`src/hdl/vso_pkg.sv`:
```
// Shared constants, codes and controller/datapath command types of the
// vector set block. No dependencies.
`default_nettype none

package vso_pkg;

  localparam int unsigned VECTOR_LENGTH_DEF = 8;
  localparam int unsigned DATA_W            = 32;
  localparam int unsigned RESULT_W          = 64;
  localparam int unsigned MODE_W            = 3;
  localparam int unsigned APB_AW            = 3;
  localparam int unsigned APB_DW            = 32;

  localparam logic [MODE_W-1:0] MODE_UNION   = 3'd0;
  localparam logic [MODE_W-1:0] MODE_DIFF    = 3'd1;
  localparam logic [MODE_W-1:0] MODE_SUM     = 3'd2;
  localparam logic [MODE_W-1:0] MODE_PRODUCT = 3'd3;
  localparam logic [MODE_W-1:0] MODE_INTER   = 3'd4;
  localparam logic [MODE_W-1:0] MODE_RESET   = MODE_UNION;

  typedef enum logic [1:0] {
    OUT_ZERO   = 2'd0,
    OUT_ARITH  = 2'd1,
    OUT_RESULT = 2'd2
  } vso_out_sel_e;

  typedef struct packed {
    logic         xy_we;
    logic         x_re;
    logic         y_re;
    logic         r_re;
    logic         r_we;
    logic         cand_ld;
    logic         cand_from_y;
    logic         arith_ld;
    logic         arith_mul;
    logic         out_ld;
    vso_out_sel_e out_sel;
    logic         out_last;
    logic         out_empty;
  } vso_cmd_t;

  typedef struct packed {
    logic y_match;
    logic r_match;
    logic out_free;
  } vso_status_t;

endpackage

`default_nettype wire

```
`src/hdl/vso_ctrl.sv`:
```
// Sequencer of the vector set block: load counter, loop indices, result
// count and state. Depends on vso_pkg.
`default_nettype none

module vso_ctrl #(
  parameter int unsigned VECTOR_LENGTH = vso_pkg::VECTOR_LENGTH_DEF,
  localparam int unsigned AW = (VECTOR_LENGTH > 1) ? $clog2(VECTOR_LENGTH) : 1,
  localparam int unsigned RW = $clog2(2 * VECTOR_LENGTH),
  localparam int unsigned CW = $clog2(2 * VECTOR_LENGTH + 1)
) (
  input  wire logic                       clk_i,
  input  wire logic                       rst_ni,
  input  wire logic [vso_pkg::MODE_W-1:0] mode_i,
  input  wire logic                       s_valid_i,
  output logic                            s_ready_o,
  input  wire vso_pkg::vso_status_t       status_i,
  output vso_pkg::vso_cmd_t               cmd_o,
  output logic      [AW-1:0]              xy_waddr_o,
  output logic      [AW-1:0]              x_raddr_o,
  output logic      [AW-1:0]              y_raddr_o,
  output logic      [RW-1:0]              r_addr_o
);

  import vso_pkg::*;

  localparam logic [3:0] S_LOAD   = 4'd0;
  localparam logic [3:0] S_AR_RD  = 4'd1;
  localparam logic [3:0] S_AR_EX  = 4'd2;
  localparam logic [3:0] S_AR_OUT = 4'd3;
  localparam logic [3:0] S_C_RD   = 4'd4;
  localparam logic [3:0] S_C_LAT  = 4'd5;
  localparam logic [3:0] S_Y_RD   = 4'd6;
  localparam logic [3:0] S_Y_CMP  = 4'd7;
  localparam logic [3:0] S_D_RD   = 4'd8;
  localparam logic [3:0] S_D_CMP  = 4'd9;
  localparam logic [3:0] S_ADD    = 4'd10;
  localparam logic [3:0] S_O_RD   = 4'd11;
  localparam logic [3:0] S_O_OUT  = 4'd12;
  localparam logic [3:0] S_EMPTY  = 4'd13;

  localparam logic [AW-1:0] LAST_IDX = AW'(VECTOR_LENGTH - 1);

  logic [3:0]        state_q, state_d;
  logic [AW-1:0]     pl_q, pl_d;
  logic [AW-1:0]     i_q, i_d;
  logic [RW-1:0]     j_q, j_d;
  logic [CW-1:0]     cnt_q, cnt_d;
  logic              ph_q, ph_d;
  logic [MODE_W-1:0] mode_q, mode_d;
  logic              adv;
  logic              keep;
  logic              j_at_end;

  assign s_ready_o  = (state_q == S_LOAD);
  assign xy_waddr_o = pl_q;
  assign j_at_end   = (CW'(j_q) == (cnt_q - CW'(1)));
  assign keep       = (status_i.y_match == (mode_q == MODE_INTER));

  always_comb begin
    state_d   = state_q;
    pl_d      = pl_q;
    i_d       = i_q;
    j_d       = j_q;
    cnt_d     = cnt_q;
    ph_d      = ph_q;
    mode_d    = mode_q;
    adv       = 1'b0;
    cmd_o     = '0;
    cmd_o.out_sel = OUT_ZERO;
    x_raddr_o = i_q;
    y_raddr_o = i_q;
    r_addr_o  = j_q;

    unique case (state_q)
      S_LOAD: begin
        if (s_valid_i) begin
          cmd_o.xy_we = 1'b1;
          if (pl_q == LAST_IDX) begin
            pl_d   = '0;
            mode_d = mode_i;
            i_d    = '0;
            j_d    = '0;
            cnt_d  = '0;
            ph_d   = 1'b0;
            priority if (mode_i == MODE_SUM || mode_i == MODE_PRODUCT) begin
              state_d = S_AR_RD;
            end else if (mode_i == MODE_UNION || mode_i == MODE_DIFF ||
                         mode_i == MODE_INTER) begin
              state_d = S_C_RD;
            end else begin
              state_d = S_EMPTY;
            end
          end else begin
            pl_d = pl_q + AW'(1);
          end
        end
      end
      S_AR_RD: begin
        cmd_o.x_re = 1'b1;
        cmd_o.y_re = 1'b1;
        state_d    = S_AR_EX;
      end
      S_AR_EX: begin
        cmd_o.arith_ld  = 1'b1;
        cmd_o.arith_mul = (mode_q == MODE_PRODUCT);
        state_d         = S_AR_OUT;
      end
      S_AR_OUT: begin
        if (status_i.out_free) begin
          cmd_o.out_ld   = 1'b1;
          cmd_o.out_sel  = OUT_ARITH;
          cmd_o.out_last = (i_q == LAST_IDX);
          if (i_q == LAST_IDX) begin
            state_d = S_LOAD;
          end else begin
            i_d     = i_q + AW'(1);
            state_d = S_AR_RD;
          end
        end
      end
      S_C_RD: begin
        cmd_o.x_re = !ph_q;
        cmd_o.y_re = ph_q;
        state_d    = S_C_LAT;
      end
      S_C_LAT: begin
        cmd_o.cand_ld     = 1'b1;
        cmd_o.cand_from_y = ph_q;
        j_d               = '0;
        if (mode_q == MODE_UNION) begin
          state_d = (cnt_q == '0) ? S_ADD : S_D_RD;
        end else begin
          state_d = S_Y_RD;
        end
      end
      S_Y_RD: begin
        cmd_o.y_re = 1'b1;
        y_raddr_o  = j_q[AW-1:0];
        state_d    = S_Y_CMP;
      end
      S_Y_CMP: begin
        if (status_i.y_match || j_q[AW-1:0] == LAST_IDX) begin
          if (keep) begin
            j_d     = '0;
            state_d = (cnt_q == '0) ? S_ADD : S_D_RD;
          end else begin
            adv = 1'b1;
          end
        end else begin
          j_d     = j_q + RW'(1);
          state_d = S_Y_RD;
        end
      end
      S_D_RD: begin
        cmd_o.r_re = 1'b1;
        state_d    = S_D_CMP;
      end
      S_D_CMP: begin
        priority if (status_i.r_match) begin
          adv = 1'b1;
        end else if (j_at_end) begin
          state_d = S_ADD;
        end else begin
          j_d     = j_q + RW'(1);
          state_d = S_D_RD;
        end
      end
      S_ADD: begin
        cmd_o.r_we = 1'b1;
        r_addr_o   = cnt_q[RW-1:0];
        cnt_d      = cnt_q + CW'(1);
        adv        = 1'b1;
      end
      S_O_RD: begin
        cmd_o.r_re = 1'b1;
        state_d    = S_O_OUT;
      end
      S_O_OUT: begin
        if (status_i.out_free) begin
          cmd_o.out_ld   = 1'b1;
          cmd_o.out_sel  = OUT_RESULT;
          cmd_o.out_last = j_at_end;
          if (j_at_end) begin
            state_d = S_LOAD;
          end else begin
            j_d     = j_q + RW'(1);
            state_d = S_O_RD;
          end
        end
      end
      S_EMPTY: begin
        if (status_i.out_free) begin
          cmd_o.out_ld    = 1'b1;
          cmd_o.out_sel   = OUT_ZERO;
          cmd_o.out_last  = 1'b1;
          cmd_o.out_empty = 1'b1;
          state_d         = S_LOAD;
        end
      end
      default: begin
        state_d = S_LOAD;
      end
    endcase

    // advance to the next candidate, to the Y pass of a union, or on to read-out (or the empty item) once all are done
    if (adv) begin
      if (i_q == LAST_IDX) begin
        if (mode_q == MODE_UNION && !ph_q) begin
          ph_d    = 1'b1;
          i_d     = '0;
          state_d = S_C_RD;
        end else begin
          j_d     = '0;
          state_d = (cnt_d == '0) ? S_EMPTY : S_O_RD;
        end
      end else begin
        i_d     = i_q + AW'(1);
        state_d = S_C_RD;
      end
    end
  end

  always_ff @(posedge clk_i or negedge rst_ni) begin
    if (!rst_ni) begin
      state_q <= S_LOAD;
      pl_q    <= '0;
      i_q     <= '0;
      j_q     <= '0;
      cnt_q   <= '0;
      ph_q    <= 1'b0;
      mode_q  <= MODE_RESET;
    end else begin
      state_q <= state_d;
      pl_q    <= pl_d;
      i_q     <= i_d;
      j_q     <= j_d;
      cnt_q   <= cnt_d;
      ph_q    <= ph_d;
      mode_q  <= mode_d;
    end
  end

endmodule

`default_nettype wire

```
`config.mk`:
```
export PLATFORM = sky130hd
export DESIGN_NAME = vso_ctrl
export DESIGN_NICKNAME = d
export VERILOG_FILES = /design/src/hdl/vso_pkg.sv /design/src/hdl/vso_ctrl.sv
export SDC_FILE = /design/constraint.sdc
export NUM_CORES = 1
export LEC_CHECK = 0
export BUFFER_PORTS_ARGS = -buffer_cell sky130_fd_sc_hd__buf_2
export CAP_MARGIN = 20
export CORE_MARGIN = 3
export CORE_UTILIZATION = 50
export CTS_BUF_LIST = sky130_fd_sc_hd__clkbuf_4 sky130_fd_sc_hd__clkbuf_8
export DETAILED_ROUTE_END_ITERATION = 6
export PLACE_DENSITY = 0.73
export SETUP_SLACK_MARGIN = 0.5
export SKIP_CTS_REPAIR_TIMING = 1
export SYNTH_ARGS = -nofsm -noshare
export SYNTH_HDL_FRONTEND = slang
export SYNTH_SLANG_ARGS = --single-unit
export TNS_END_PERCENT = 20
```
`constraint.sdc`:
```
create_clock -name clk_i -period 3.6 [get_ports clk_i]
set_input_delay 0 -clock clk_i [delete_from_list [all_inputs] [get_ports clk_i]]
set_output_delay 0 -clock clk_i [all_outputs]
set_load 0.02 [all_outputs]
```
==> flow_summary.toml, run 1 <==
[run_status]
status = "finished with violations"
violations = "negative hold slack"

[global_route]
grt_start_max_net_pins = 26
grt_pass1_wl_um = 8640
grt_pass1_vias = 1810
antenna_found_initial = 0
track_usage_pct = 21.3
grt_overflow = 0

[setup_path]
critPathLaunchType = "flip-flop"
cp.arrival_ps = 2770
cp_max_fo = 23
crit_path_top_delay_cell = "dfrtp_1"
endpoint_kind = "flip-flop"
cp_top_family = "flip-flops"
crit_path_max_incr_delay_ps = 790
worst-path-buf-inv = 1
critPathKind = "reg -> reg"
crit_required_ps = 3740
cp_cell_sequence = "nand4bb_1 > inv_1 > o21a_1 > nor3_1 > o311ai_1 > o221ai_1"

[final_layout]
area_delta_synth_final_pct = 12.3
fin_nets = 301
multi_input_area_sq_um = 1330
fill_cells = 348
seqCellArea_sq_um = 576
utilization_pct = 60.0
drive_gt1_share_pct = 18.8
n_antenna_cell = 0

[sta]
period_minus_slack_ps = 2630
rsz0062_at_grt = "no"
skew_ps = 8.81
period_share_pct = 73.1
hold_violations = 1
setup_viol = 0
slew_viol_final = 0
tightest_slew_ps = 723
timing.slew.headroom_pct = 51.8
timing.final.ws_setup_ps = 968
holdWs_ps = -8.20
fin_setup_tns_ps = 0
timing.fmax_ghz = 0.380

[yosys]
syn-cell-area_sq_um = 2030
synthAdderAreaFrac_pct = 5.55
yosysMostFrequentCell = "nand2_1"
synth_flop_cell = "dfrtp_1"
synth_cells = 255
ys_top_cells_by_area = "dfrtp_1 (28%), nand2_1 (7.2%), ha_1 (5.5%)"
synth_compound_area_share_pct = 27.2
synthTopCellsByCount = "nand2_1 (39), dfrtp_1 (23), o21ai_0 (18)"
ys_warn_count = 0
synth_top_area_share_pct = 28.4
yosys_register_bits = 23
synthSimpleGateAreaFrac_pct = 27.6
synth_edf_count = 0
synth_top_family_by_area = "simple AND/OR/NAND/NOR gates"
synth_largest_area_cell = "dfrtp_1"
synth_cell_types = 59
synth_xor_area_share_pct = 3.02
async_reset_ff_share_pct = 100
synth-seq-area-share_pct = 28.4
synth_mux_area_share_pct = 2.22
postSynthNetCount = 273
avgSynthCellArea_sq_um = 7.96

[cts]
root_buffer = "clkbuf_8"
cts.sinks = 23
path_clk_slew_ps = 90
clock_latency_ps = 270
clk_path_buf_depth = 2
cts-htree-levels = 1
cts_buffers = 3
cts_tree = "done"

[floorplanning]
die_area_sq_um = 4860
die_x_um = 69.7
design.core.area_sq_um = 3800
start_util_pct = 53.4
std_cell_rows = 22
die_h_um = 69.7
io_pins = 37

[power]
internal_power_w = 0.000938
p_comb_share_pct = 59.3
netSwitchingFraction_pct = 51.8
power.switching_w = 0.00101
peakVddDrop_mv = 0.605
p_clk_share_pct = 9.1
finalPower_w = 0.00194
power_frac_seq_pct = 31.7
power_density_nw_per_um2 = 853
power_leakage_nw = 1.07

[drt]
dr.pass1.iters = 4
vias = 2009
wire_per_inst_um = 15.8
postRouteAntennaNets = 0
drtIter0Drc = 192
drc = 0
routed_wirelength_um = 5220
vias_per_cell = 6.09

[run]
cap_viol_max_count = 0

[placement]
pre_cts_ws_ps = 1010
gp_congestion = 0.923
hpwl_um = 3970
io_buffers = 36

[min_path]
hold_path.class = "in -> reg"
[layout by cell type (no fill, tap or decap), drive strengths merged, types with 2 or more instances in the layout]
cell type / count
and2: 4
nand2: 39
inv: 14
buf: 36
nor2: 15
nor4: 3
a211o: 2
o21ai: 18
a32o: 4
ha: 9
nor3b: 2
nor3: 11
o211a: 2
nand3b: 2
o2111ai: 4
or3: 2
o21a: 3
mux2: 4
a2111oi: 3
and3: 2
xor2: 3
o31ai: 5
nor2b: 5
a21oi: 11
nand3: 11
nand2b: 5
clkbuf: 4
dfrtp: 23
a22o: 2
a211oi: 4
dlygate4sd3: 3
a21o: 3
nand4: 2
xnor2: 4
[layer usage]
metal  GRT usage [%]  vias up  routed length, um
met3            4.06        2                342
met4            2.98        0                 14
met1            30.6      941               2380
li1                -      992                  -
met5               0        -                  0
met2            34.2       74               2480
[power groups by stage]
stage | clock, W | sequential (W) | combinational (W)
floorplan | 0 | 0.000492 | 0.000980
CTS | 0.000179 | 0.000610 | 0.00115
detailed placement | 0 | 0.000615 | 0.00115
global route | 0.000191 | 0.000643 | 0.00129
global placement | 0 | 0.000609 | 0.00113
finish | 0.000176 | 0.000616 | 0.00115
[final cells by class]
type / count / share of cell area [%]
Clock buffer: 4 / 2.14
Inverter: 14 / 2.31
Multi-Input combinational cell: 202 / 58.4
Sequential cell: 23 / 25.3
Tap cell: 48 / 2.64
Timing Repair Buffer: 39 / 9.23
[registers in the layout, summed over array words and instances, names as in the netlist]
| register | flops |
|---|---|
| j_q | 4 |
| cnt_q | 5 |
| ph_q | 1 |
| xy_waddr_o | 3 |
| mode_q | 3 |
| state_q | 4 |
| x_raddr_o | 3 |
[path summary, 6_finish.rpt]
kind                                             start                        end  slack, ps  cells after the start
max in group asynchronous                       rst_ni           j_q[2]$_DFF_PN0_       2970                      2
worst max-delay path            state_q[1]$_DFFE_PN0P_     state_q[1]$_DFFE_PN0P_        970                      6
worst min register to register   mode_q[2]$_DFFE_PN0P_      mode_q[2]$_DFFE_PN0P_        540                      2
worst max register to register  state_q[1]$_DFFE_PN0P_     state_q[1]$_DFFE_PN0P_        970                      6
worst min-delay path                         mode_i[1]      mode_q[1]$_DFFE_PN0P_         -8                      3
min in group asynchronous                       rst_ni  xy_waddr_o[2]$_DFFE_PN0P_        240                      2
[worst min-delay path, delay by kind of cell]
family	cells	cell delay, ps
AND/OR/NAND/NOR	2	120
buffers and inverters	1	100
[metrics by stage]
step           instances  hold slack (ps)  instance area [sq um]
2_1_floorplan        255             -296                   2030
4_1_cts              327             -269                   2250
5_1_grt              330             9.30                   2280
6_report             330            -8.20                   2280
3_5_place_dp         323             25.7                   2200
3_3_place_gp         323             25.3                   2200
[logic make-up after synthesis]
| kind of cell | after synthesis |
|---|---|
| AO/OA/AOI/OAI | 73 |
| XOR/XNOR | 7 |
| adder cells (fa/ha/maj) | 9 |
| buffers and inverters | 30 |
| flip-flops | 23 |
| multiplexers | 4 |
| AND/OR/NAND/NOR | 109 |
Note: power is estimated with default switching activity, not from simulation.
==> run 2, diff against run 1 <==
==> constraint.sdc (replaced) <==
create_clock -name clk_i -period 2.5 [get_ports clk_i]
set_input_delay 0 -clock clk_i [delete_from_list [all_inputs] [get_ports clk_i]]
set_output_delay 0 -clock clk_i [all_outputs]
set_load 0.02 [all_outputs]
==> flow_summary.toml, run 2 (synthesized netlist as in run 1, its figures left out) <==
[placement]
io_buffers = 36
placed_cell_area_sq_um = 2310
hpwl_um = 3990
gp_congestion = 0.978

[cts]
cts_buffers = 3
path_clk_slew_ps = 90
root_buffer = "clkbuf_8"
clock_latency_ps = 270
cts_tree = "done"
cts.sinks = 23
cts-htree-levels = 1
clk_path_buf_depth = 2

[drt]
postRouteAntennaNets = 0
vias = 2146
dr.pass1.iters = 5
routed_wirelength_um = 5560
wire_per_inst_um = 16.0
vias_per_cell = 6.18
drtIter0Drc = 223
drc = 0

[setup_path]
rrSetupSlack_ps = 360
cp_top_family = "compound AO/OA/AOI/OAI gates"
cp_cell_sequence = "inv_4 > ha_4 > o21ba_1 > a221o_1 > a211o_4 > a211oi_1 > o221ai_1"
reg2reg_to = "state_q[1]$_DFFE_PN0P_"
cp.arrival_ps = 2270
crit_path_max_incr_delay_ps = 450
crit_required_ps = 2630
critPathKind = "reg -> reg"
cp_max_fo = 7
crit_path_top_delay_cell = "dfrtp_2"
rr_worst_depth = 7
endpoint_kind = "flip-flop"
worst-path-buf-inv = 1
reg2reg_from = "cnt_q[0]$_DFF_PN0_"
critPathLaunchType = "flip-flop"

[final_layout]
area_delta_synth_final_pct = 21.5
mostFrequentLayoutCells = "nand2_1 (39), buf_2 (35), dfrtp_1 (18), buf_4 (18), o21ai_0 (17)"
seqCellArea_sq_um = 582
top_register = "cnt_q"
largest_register_ffs = 5
design_area_sq_um = 2460
n_antenna_cell = 0
final_common_cell = "nand2_1"
fill_cells = 320
fin_nets = 318
drive_gt1_share_pct = 26.8
top_regs = "cnt_q: 5 flops, j_q: 4 flops, state_q: 4 flops"
multi_input_area_sq_um = 1380

[floorplanning]
design.core.area_sq_um = 3800
die_x_um = 69.7
die_h_um = 69.7
io_pins = 37
die_area_sq_um = 4860
start_util_pct = 53.4
std_cell_rows = 22

[global_route]
grt_pass1_wl_um = 8760
antenna_found_initial = 0
grt_use_met2_pct = 32.1
track_usage_pct = 21.7
grt_use_met3_pct = 3.48
grt_start_max_net_pins = 24
grt_pass1_vias = 1886
grt_overflow = 0
use_met1_pct = 31.3
grt.busiest_layer = "met2"

[sta]
period_minus_slack_ps = 2140
slew_viol_final = 0
rsz0062_at_grt = "yes"
timing.fmax_ghz = 0.467
fin_setup_tns_ps = 0
period_share_pct = 85.6
tightest_slew_ps = 550
hold_violations = 1
timing.slew.headroom_pct = 63.3
skew_ps = 3.72
setup_viol = 0
holdWs_ps = -26.6

[power]
power_leakage_nw = 1.15
internal_power_w = 0.00153
power_density_nw_per_um2 = 1260
peakVddDrop_mv = 0.615
power.switching_w = 0.00157
netSwitchingFraction_pct = 50.6
power_frac_seq_pct = 26.0
p_clk_share_pct = 7.9
p_comb_share_pct = 66.2

[run_status]
status = "finished with violations"
violations = "negative hold slack"

[min_path]
worstHoldEndpoint = "mode_q[2]$_DFFE_PN0P_"
hold_path.class = "in -> reg"
min_path_cells = 3
worstHoldStart = "mode_i[2]"

[run]
cap_viol_max_count = 0
## run 2: cell types whose count changed in the layout (fill, tap and decap cells not counted), moves of 2 or more
| cell | before | now |
|---|---|---|
| inv_1 | 14 | 12 |
| buf_4 | 0 | 18 |
| dfrtp_2 | 0 | 5 |
| inv_4 | 0 | 2 |
| dfrtp_1 | 23 | 18 |
## run 2: area by class of cell
| cell class | count | area share (%) |
|---|---|---|
| Sequential cell | 23 | 23.6 |
| Multi-Input combinational cell | 202 | 55.9 |
| Clock buffer | 3 | 1.68 |
| Tap cell | 48 | 2.44 |
| Inverter | 14 | 2.34 |
| Clock inverter | 1 | 0.203 |
| Timing Repair Buffer | 56 | 13.8 |
## run 2: routing by layer
| layer | wire, um | up-vias | share of wire (%) |
|---|---|---|---|
| met5 | 0 | - | 0 |
| li1 | - | 1023 | - |
| met1 | 2540 | 1014 | 46 |
| met4 | 132 | 0 | 2.4 |
| met2 | 2470 | 91 | 44 |
| met3 | 412 | 18 | 7.4 |
## run 2: power by group through the flow
stage	combinational (W)	clock, W	sequential [W]
after floorplan	0.00147	0	0.000717
after global placement	0.00188	0	0.000791
after detailed placement	0.00188	0	0.000798
after CTS	0.00189	0.000249	0.000790
after global routing	0.00223	0.000264	0.000830
final	0.00205	0.000244	0.000805
## run 2: worst reg2reg max path, stage by stage, from the launching register on
cell and delay, ps:
dfrtp_2 450, inv_4 50, ha_4 170, o21ba_1 170, a221o_1 340, a211o_4 390
a211oi_1 280, o221ai_1 150
## run 2: how the worst max path moves through the flow
| stage | from | endpoint | slack (ps) | cells past startpoint |
|---|---|---|---|---|
| CTS | cnt_q[0]$_DFF_PN0_ | cmd_o[1] | 200 | 7 |
| global placement | cnt_q[0]$_DFF_PN0_ | j_q[3]$_DFF_PN0_ | 320 | 7 |
| finish | cnt_q[0]$_DFF_PN0_ | state_q[1]$_DFFE_PN0P_ | 360 | 7 |
| floorplan | cnt_q[0]$_DFF_PN0_ | state_q[3]$_DFFE_PN0P_ | 470 | 8 |
| global route | cnt_q[0]$_DFF_PN0_ | state_q[3]$_DFFE_PN0P_ | 260 | 7 |
| detailed placement | cnt_q[0]$_DFF_PN0_ | j_q[2]$_DFF_PN0_ | 270 | 7 |
## run 2: stage by stage
stage | setup slack, ps | std cells | utilization, % | hold WS, ps | total power, W
final | 359 | 347 | 64.9 | -26.6 | 0.00310
after global routing | 263 | 347 | 64.9 | 3.38 | 0.00332
after CTS | 198 | 338 | 61.9 | -281 | 0.00293
after detailed placement | 266 | 334 | 60.7 | 15.9 | 0.00268
after global placement | 319 | 334 | 60.7 | 16.1 | 0.00267
after floorplan | 465 | 255 | - | -296 | 0.00218
